$ cat config.mk
export PLATFORM = sky130hd
export DESIGN_NAME = rrf_front
export DESIGN_NICKNAME = d
export VERILOG_FILES = /design/src/hw/rtl/rrf_pkg.sv /design/src/hw/rtl/rrf_front.sv
export SDC_FILE = /design/constraint.sdc
export NUM_CORES = 1
export LEC_CHECK = 0
export BUFFER_PORTS_ARGS = -buffer_cell sky130_fd_sc_hd__buf_2
export CAP_MARGIN = 10
export CORE_MARGIN = 2
export CORE_UTILIZATION = 45
export CTS_CLUSTER_DIAMETER = 40
export DETAILED_ROUTE_END_ITERATION = 8
export PLACE_DENSITY_LB_ADDON = 0.08
export SYNTH_ARGS = -nofsm -noshare
export SYNTH_HDL_FRONTEND = slang
export SYNTH_SLANG_ARGS = --single-unit
$ cat constraint.sdc
create_clock -name clk -period 7.8 [get_ports clk]
set_input_delay 0.78 -clock clk [delete_from_list [all_inputs] [get_ports clk]]
set_output_delay 0.78 -clock clk [all_outputs]
set_load 0.02 [all_outputs]
$ cat src/hw/rtl/rrf_pkg.sv
// Shared types, field widths and codes of the record ring FIFO.
`default_nettype none

package rrf_pkg;

  localparam int DEF_RING_DEPTH = 1024;
  localparam int DEF_MAX_RECORD = 64;

  localparam int WORD_W     = 16;
  localparam int KIND_W     = 2;
  localparam int REQ_W      = 11;
  localparam int CFG_RW_W   = 7;
  localparam int CFG_BW_W   = 11;
  localparam int CFG_DATA_W = 11;
  localparam int CFG_IDX_W  = 1;

  localparam int CQ_DEPTH = 2;
  localparam int CQ_PTR_W = $clog2(CQ_DEPTH);
  localparam int CQ_CNT_W = $clog2(CQ_DEPTH + 1);

  localparam logic [KIND_W-1:0] KIND_INSERT = 2'd0;
  localparam logic [KIND_W-1:0] KIND_REMOVE = 2'd1;
  localparam logic [KIND_W-1:0] KIND_QUERY  = 2'd2;

  localparam logic [CFG_IDX_W-1:0] REG_RECORD_WORDS = 1'd0;
  localparam logic [CFG_IDX_W-1:0] REG_BUFFER_WORDS = 1'd1;

  typedef struct packed {
    logic [KIND_W-1:0] kind;
    logic [WORD_W-1:0] data_word;
    logic [REQ_W-1:0]  request_count;
  } in_item_t;

  typedef struct packed {
    logic [WORD_W-1:0] data_word_out;
    logic              last_word;
    logic              is_empty;
    logic              will_be_full;
    logic              has_room;
    logic              has_data;
  } out_item_t;

  typedef enum logic [1:0] {
    CMD_INSERT,
    CMD_REMOVE,
    CMD_QUERY
  } cmd_op_t;

  typedef struct packed {
    cmd_op_t           op;
    logic [WORD_W-1:0] data_word;
    logic [REQ_W-1:0]  request_count;
  } cmd_t;

  typedef enum logic [2:0] {
    ST_IDLE,
    ST_REM,
    ST_QRY1,
    ST_QRY2,
    ST_MOD_START,
    ST_MOD_WAIT
  } state_t;

  // Targets of the remainder unit, in renormalization order.
  typedef enum logic [1:0] {
    MOP_WP,
    MOP_RP,
    MOP_WADDR,
    MOP_WNEXT
  } mod_op_t;

endpackage

`default_nettype wire

$ cat src/hw/rtl/rrf_front.sv
// Front end: accepts items, sorts them into commands and queues them.
`default_nettype none

module rrf_front import rrf_pkg::*; (
  input  wire logic     clk,
  input  wire logic     rst_n,
  input  wire logic     in_valid,
  output logic          in_stall,
  input  wire in_item_t in_item,
  output logic          q_valid,
  output cmd_t          q_cmd,
  input  wire logic     q_pop
);

  cmd_t                slot_r [CQ_DEPTH];
  logic [CQ_PTR_W-1:0] wr_ptr_r, wr_ptr_nxt;
  logic [CQ_PTR_W-1:0] rd_ptr_r, rd_ptr_nxt;
  logic [CQ_CNT_W-1:0] cnt_r, cnt_nxt;
  cmd_t                cls_cmd;
  logic                cls_ok;
  logic                push;

  // Unused kind codes are taken and dropped.
  always_comb begin
    cls_cmd.op            = CMD_INSERT;
    cls_cmd.data_word     = in_item.data_word;
    cls_cmd.request_count = in_item.request_count;
    cls_ok                = 1'b1;
    case (in_item.kind)
      KIND_INSERT: cls_cmd.op = CMD_INSERT;
      KIND_REMOVE: cls_cmd.op = CMD_REMOVE;
      KIND_QUERY:  cls_cmd.op = CMD_QUERY;
      default:     cls_ok     = 1'b0;
    endcase
  end

  assign in_stall = (cnt_r == CQ_CNT_W'(CQ_DEPTH));
  assign push     = in_valid && !in_stall && cls_ok;
  assign q_valid  = (cnt_r != '0);
  assign q_cmd    = slot_r[rd_ptr_r];

  always_comb begin
    wr_ptr_nxt = wr_ptr_r;
    rd_ptr_nxt = rd_ptr_r;
    cnt_nxt    = cnt_r;
    if (push) begin
      wr_ptr_nxt = (wr_ptr_r == CQ_PTR_W'(CQ_DEPTH - 1)) ? '0 : wr_ptr_r + 1'b1;
    end
    if (q_pop) begin
      rd_ptr_nxt = (rd_ptr_r == CQ_PTR_W'(CQ_DEPTH - 1)) ? '0 : rd_ptr_r + 1'b1;
    end
    if (push && !q_pop) begin
      cnt_nxt = cnt_r + 1'b1;
    end else if (q_pop && !push) begin
      cnt_nxt = cnt_r - 1'b1;
    end
  end

  always_ff @(posedge clk) begin
    if (!rst_n) begin
      wr_ptr_r <= '0;
      rd_ptr_r <= '0;
      cnt_r    <= '0;
    end else begin
      wr_ptr_r <= wr_ptr_nxt;
      rd_ptr_r <= rd_ptr_nxt;
      cnt_r    <= cnt_nxt;
    end
    if (push) begin
      slot_r[wr_ptr_r] <= cls_cmd;
    end
  end

endmodule

`default_nettype wire

==> results by group, run 1 <==
STA
  • Worst Skew: 5.623 ps
  • Tightest Pin Transition: 424.2 ps
  • Slew HR: 71.68%
  • Final period util: 33.27%
  • RSZ-0062 raised after global routing: false
  • Max frequency: 0.3853 GHz
  • # setup viols final: 0
  • Setup TNS: 0 ps
  • Min Tclk post-route: 2595 ps
  • Final Hold Fails: 0
  • Pins over their slew limit: 0

Die
  • Ports: 64
  • Chip width: 76.28 um
  • Die ar.: 5819 um2
  • Row count: 26
  • Core box area: 5075 um2
  • DIE HEIGHT: 76.28 um
  • Initial Util: 46.33%

Global route
  • Vias in the first global route: 1312
  • Overall Global Routing Usage: 14.08%
  • First-pass GRT wire length: 6.058 mm
  • Largest net degree at the start of global routing: 30
  • Antenna violations before repair: 0
  • Global route overflow: 0

Cells and area
  • Share of layout cells above drive strength 1: 52.04%
  • Finished Cell Area: 2959 um2
  • Inserted Diodes: 0
  • Sequential cell area: 1842 um2
  • Commonest non-fill, non-tap cells in the layout: buf_2 (63), edfxtp_1 (58), mux2_2 (19), clkbuf_8 (11), mux2_1 (10)
  • Area of the multi-input gates: 483.0 um2
  • Fin nets: 225
  • Fillers: 426
  • Most common cell after layout, fill and taps aside: buf_2
  • Synth-to-Final Area Change: 25.86%

Worst hold path
  • Min-delay src: wr_ptr_r
  • Worst hold-check path type: reg2reg
  • Hold path depth: 2

Routing
  • Final wirelength: 3.792 mm
  • WL per Instance: 14.26 um
  • Drt pass-1 iters: 4
  • Drc violations: 0
  • Routed via count: 1235
  • Vias per cell: 4.643
  • Number of routed nets with antenna violations: 0
  • DRT iter0 DRCs: 68

Logic synthesis
  • Synth top area cells: edfxtp_1 (74%), mux2_2 (9.1%), mux2_1 (4.8%)
  • Yosys warns: 0
  • Yosys top cell by area: edfxtp_1
  • Mapped Area: 2351 um2
  • Top cell type's share of synthesized area: 74.08%
  • Syn Area/Cell: 20.09 um2
  • Seq/Total Area, Yosys: 78.34%
  • Distinct cell type count after synthesis: 20
  • Syn_nets: 151
  • Gate Count Post-Synth: 117
  • Yosys reg bits: 63

Clock network
  • Bufs on Longest Clock Path: 2
  • Number of buffers created by CTS: 9
  • Reg clk slew, reported paths: 70 ps
  • H-tree levels: 3
  • Post-CTS Setup Inserts: 0
  • Worst-Skew Late Latency: 320 ps
  • CTS tree: built
  • # resized after CTS: 0
  • CTS Root Cell: clkbuf_8
  • Hold_buf cts: 0
  • CTS sink count: 63

Setup path
  • Crit path max fanout: 20
  • Worst Setup End Kind: output port
  • Reg2reg start: cnt_r[0]
  • WP data required: 7020 ps
  • Reg2Reg Capture Point: slot_r[0][11]
  • CP arrival: 1820 ps
  • Crit path kind: reg2out
  • R2r setup slk: 6140 ps
  • Startpoint type of the worst setup path: flop
  • Setup crit end: q_cmd[12]
  • R2R depth: 4

Flow run
  • Max Cap Viol: 0

Placement
  • GPL Wtd Cong: 0.7210
  • Placement Cell Area: 2758 um2
  • Port bufs: 63
  • HPWL Detailed: 2.492 mm

Power
  • Leakage power total: 1.131 nW
  • Peak supply drop: 0.1344 mV
  • Pwr/cell area: 273.6 nW/um2

Outcome
  • Status: complete, no violations
[power by group]
group | leakage (nW) | total (mW) | internal [mW] | switching (mW)
clock | 0.0996 | 0.277 | 0.165 | 0.113
combinational | 0.453 | 0.120 | 0.0491 | 0.0711
sequential | 0.579 | 0.412 | 0.402 | 0.00998
[logic make-up after synthesis]
kind of cell             Yosys count  share of synthesized area, %
flip-flops                        63                         78.34
multiplexers                      30                         14.32
AND/OR/NAND/NOR                   12                         3.087
buffers and inverters              5                         1.224
AO/OA/AOI/OAI                      3                         1.384
XOR/XNOR                           3                         1.118
adder cells (fa/ha/maj)            1                        0.5321
[final cells by class]
cell class                 count  area share (%)
clock inverter                 3           1.438
multi-input combinational     49           16.32
timing repair buffer          66           11.42
sequential                    63           62.24
tap                           70           2.960
clock buffer                  13           5.370
inverter                       2          0.2537
[cell usage after synthesis (all sizes together)]
library cell,instances
nand2b,1
and2,4
buf,3
ha,1
edfxtp,58
xnor2,1
a211oi,1
o21ai,1
nand2,1
xor2,2
or3,1
mux2,29
dfxtp,5
or2,1
mux2i,1
a21boi,1
inv,2
nor2b,4
[worst min-delay path by stage]
stage	endpoint	slack, ps
after CTS	wr_ptr_r	510
final	wr_ptr_r	510
after floorplan	wr_ptr_r	450
after global placement	wr_ptr_r	470
after global routing	wr_ptr_r	530
after detailed placement	wr_ptr_r	500
[state kept, by name (all words and copies together), names as in the netlist, named ones only]
| signal | flops |
|---|---|
| wr_ptr_r | 1 |
| rd_ptr_r | 1 |
| cnt_r | 2 |
| slot_r | 58 |
[stage by stage]
| step | total power [mW] | std cells | hold WS (ps) | worst slack (ps) | util, % |
|---|---|---|---|---|---|
| after floorplan | 0.4976 | 117 | 451.4 | 4930 | - |
| after global placement | 0.5385 | 250 | 473.9 | 5594 | 54.34 |
| after detailed placement | 0.5409 | 250 | 501.6 | 5527 | 54.34 |
| after CTS | 0.8205 | 266 | 512.2 | 5152 | 58.31 |
| after global routing | 0.8476 | 266 | 534.2 | 5062 | 58.31 |
| final | 0.8095 | 266 | 505.2 | 5205 | 58.31 |
[routing by layer]
metal	track usage, %	vias to the layer above	share of wire (%)
li1	-	592	-
met1	15.35	602	41
met2	23.45	37	53
met3	5.687	4	4.9
met4	7.636	0	1.0
met5	0	-	0
[critical path, stage by stage, from the launching register on]
cell and delay [ps]:
dfxtp_1 580, buf_4 360, mux2_1 380, buf_2 170
No activity file was read; power rests on OpenSTA's default activity.
==> inputs of run 2 (changes only) <==
- clock period: 7.8 -> 2.2 ns (I/O delays scaled with it)
==> results by group, run 2 (synthesized netlist as in run 1, its figures left out) <==
Outcome
  • Status: complete, no violations (unchanged)

Placement
  • HPWL Detailed: 2.594 mm (was 2.492 mm)
  • Worst slack, placed: 590.6 ps (was 5527 ps)
  • Placement Cell Area: 2780 um2 (was 2758 um2)
  • Port bufs: 63 (unchanged)
  • Cells after DPL: 253 (was 250)
  • GPL Wtd Cong: 0.6631 (was 0.7210)

Global route
  • Antenna violations before repair: 0 (unchanged)
  • Overall Global Routing Usage: 14.27% (was 14.08%)
  • Vias in the first global route: 1278 (was 1312)
  • Largest net degree at the start of global routing: 21 (was 30)
  • First-pass GRT wire length: 6.106 mm (was 6.058 mm)
  • Global route overflow: 0 (unchanged)

Clock network
  • Post-CTS Setup Inserts: 0 (unchanged)
  • CTS tree: built (unchanged)
  • CTS Root Cell: clkbuf_8 (unchanged)
  • H-tree levels: 3 (unchanged)
  • Worst-Skew Late Latency: 330 ps (was 320 ps)
  • CTS sink count: 63 (unchanged)
  • Hold_buf cts: 0 (unchanged)
  • # resized after CTS: 0 (unchanged)
  • Bufs on Longest Clock Path: 2 (unchanged)
  • Reg clk slew, reported paths: 70 ps (about the same)
  • Number of buffers created by CTS: 9 (unchanged)

STA
  • # setup viols final: 0 (unchanged)
  • Setup TNS: 0 ps (unchanged)
  • Min Tclk post-route: 1694 ps
  • RSZ-0062 raised after global routing: false (unchanged)
  • Tightest Pin Transition: 275.4 ps (was 424.2 ps)
  • Final period util: 77.01%
  • Min Hold Slack: 71.76 ps (was 505.2 ps)
  • Slew HR: 81.60% (was 71.68%)
  • Worst Skew: 7.003 ps (was 5.623 ps)
  • Slack of the critical path: 505.8 ps (was 5205 ps)
  • Max frequency: 0.5902 GHz
  • Pins over their slew limit: 0 (unchanged)
  • Final Hold Fails: 0 (unchanged)

Setup path
  • Reg2reg start: cnt_r[1] (was cnt_r[0])
  • Startpoint type of the worst setup path: flop (unchanged)
  • Crit path kind: reg2out (unchanged)
  • Critical path's slowest cell: mux2_2 (was dfxtp_1)
  • Worst Setup End Kind: output port (unchanged)
  • R2r setup slk: 590 ps (was 6140 ps)
  • Crit path max fanout: 20 (unchanged)
  • Slowest Stage Delay on Critical Path: 380 ps (was 580 ps)
  • WP data required: 1980 ps (was 7020 ps)
  • R2R depth: 5 (was 4)
  • Reg2Reg Capture Point: cnt_r[1] (was slot_r[0][11])
  • Worst-path cell chain: buf_4 > mux2_2 > buf_2 (was buf_4 > mux2_1 > buf_2)
  • CP arrival: 1470 ps (was 1820 ps)

Cells and area
  • Commonest non-fill, non-tap cells in the layout: buf_2 (63), edfxtp_1 (58), mux2_2 (19), mux2_1 (10), clkbuf_8 (9) (was buf_2 (63), edfxtp_1 (58), mux2_2 (19), clkbuf_8 (11), mux2_1 (10))
  • Largest register by flop count: slot_r (unchanged)
  • Finished Cell Area: 2960 um2 (was 2959 um2)
  • Sequential cell area: 1842 um2 (unchanged)
  • Fillers: 426 (unchanged)
  • Final core area utilization: 58.33% (was 58.31%)
  • Inserted Diodes: 0 (unchanged)
  • Max reg flops: 58 (unchanged)
  • Fin nets: 228 (was 225)
  • Share of layout cells above drive strength 1: 52.26% (was 52.04%)
  • Area of the multi-input gates: 483.0 um2 (unchanged)
  • Most common cell after layout, fill and taps aside: buf_2 (unchanged)
  • Non-filler cells, final: 269 (was 266)
  • Top Registers: slot_r (58), cnt_r (2) (unchanged)
  • Synth-to-Final Area Change: 25.92% (was 25.86%)

Power
  • Pint: 2.120 mW (was 615.8 uW)
  • Overall power: 2.810 mW (was 809.5 uW)
  • Clk pwr share: 32.5% (was 34.3%)
  • Leakage power total: 1.141 nW (was 1.131 nW)
  • Switching power: 689.6 uW (was 193.7 uW)
  • Seq pwr share: 51.7% (was 50.9%)
  • Pwr/cell area: 949.1 nW/um2 (was 273.6 nW/um2)
  • Comb pwr share: 15.7% (was 14.8%)
  • Peak supply drop: 0.4619 mV (was 0.1344 mV)
  • Sw Ratio: 24.54% (was 23.93%)

Routing
  • Vias per cell: 4.658 (was 4.643)
  • Routed via count: 1253 (was 1235)
  • WL per Instance: 14.16 um (was 14.26 um)
  • DRT iter0 DRCs: 59 (was 68)
  • Number of routed nets with antenna violations: 0 (unchanged)
  • Drt pass-1 iters: 4 (unchanged)
  • Drc violations: 0 (unchanged)
  • Final wirelength: 3.809 mm (was 3.792 mm)

Worst hold path
  • Worst hold-check path type: in2reg (was reg2reg)
  • Hold path depth: 1 (was 2)
  • Hold Path End: slot_r[0][15] (was wr_ptr_r)
  • Min-delay src: in_item[15] (was wr_ptr_r)

Die
  • Core box area: 5075 um2 (unchanged)
  • Chip width: 76.28 um (unchanged)
  • DIE HEIGHT: 76.28 um (unchanged)
  • Row count: 26 (unchanged)
  • Initial Util: 46.33% (unchanged)
  • Ports: 64 (unchanged)
  • Die ar.: 5819 um2 (unchanged)

Flow run
  • Max Cap Viol: 0 (unchanged)
-- run 2: cell types whose count changed in the layout (fill, tap and decap cells not counted) --
cell,before,now
buf_4,3,6
clkbuf_8,11,9
clkinv_1,0,1
clkinv_2,1,3
clkinvlp_4,1,0
-- run 2: worst max-delay path: cells and delay by family, from the launching register on --
family / cells / cell delay (ps)
mux: 1 / 380
buf+inv: 2 / 440
flops: 1 / 320
-- run 2: how the worst max path moves through the flow --
stage                   endpoint  cells after the start
floorplan           slot_r[0][0]                      3
global placement        cnt_r[1]                      5
detailed placement      cnt_r[1]                      5
CTS                    q_cmd[27]                      3
global route           q_cmd[27]                      3
finish                 q_cmd[27]                      3
-- run 2: routing by layer --
layer	wire, um	track usage [%]	vias up	part of all wire, %
met2	1884	22.39	44	49
met3	266	5.924	7	7.0
met5	0	0	-	0
li1	-	-	601	-
met4	99	8.727	0	2.6
met1	1557	16.29	601	41
-- run 2: power groups by stage --
stage | Combinational [mW] | Sequential [mW] | Clock, mW
final | 0.442 | 1.45 | 0.914
after global routing | 0.480 | 1.46 | 1.00
after CTS | 0.452 | 1.45 | 0.936
after detailed placement | 0.448 | 1.48 | 0
after global placement | 0.438 | 1.47 | 0
after floorplan | 0.292 | 1.47 | 0
-- run 2: area by class of cell --
| cell class | instances | share of cell area [%] |
|---|---|---|
| sequential | 63 | 62.21 |
| multi-input combinational | 49 | 16.31 |
| timing repair buffer | 69 | 12.17 |
| clock buffer | 11 | 4.438 |
| tap | 70 | 2.959 |
| clock inverter | 5 | 1.648 |
| inverter | 2 | 0.2536 |
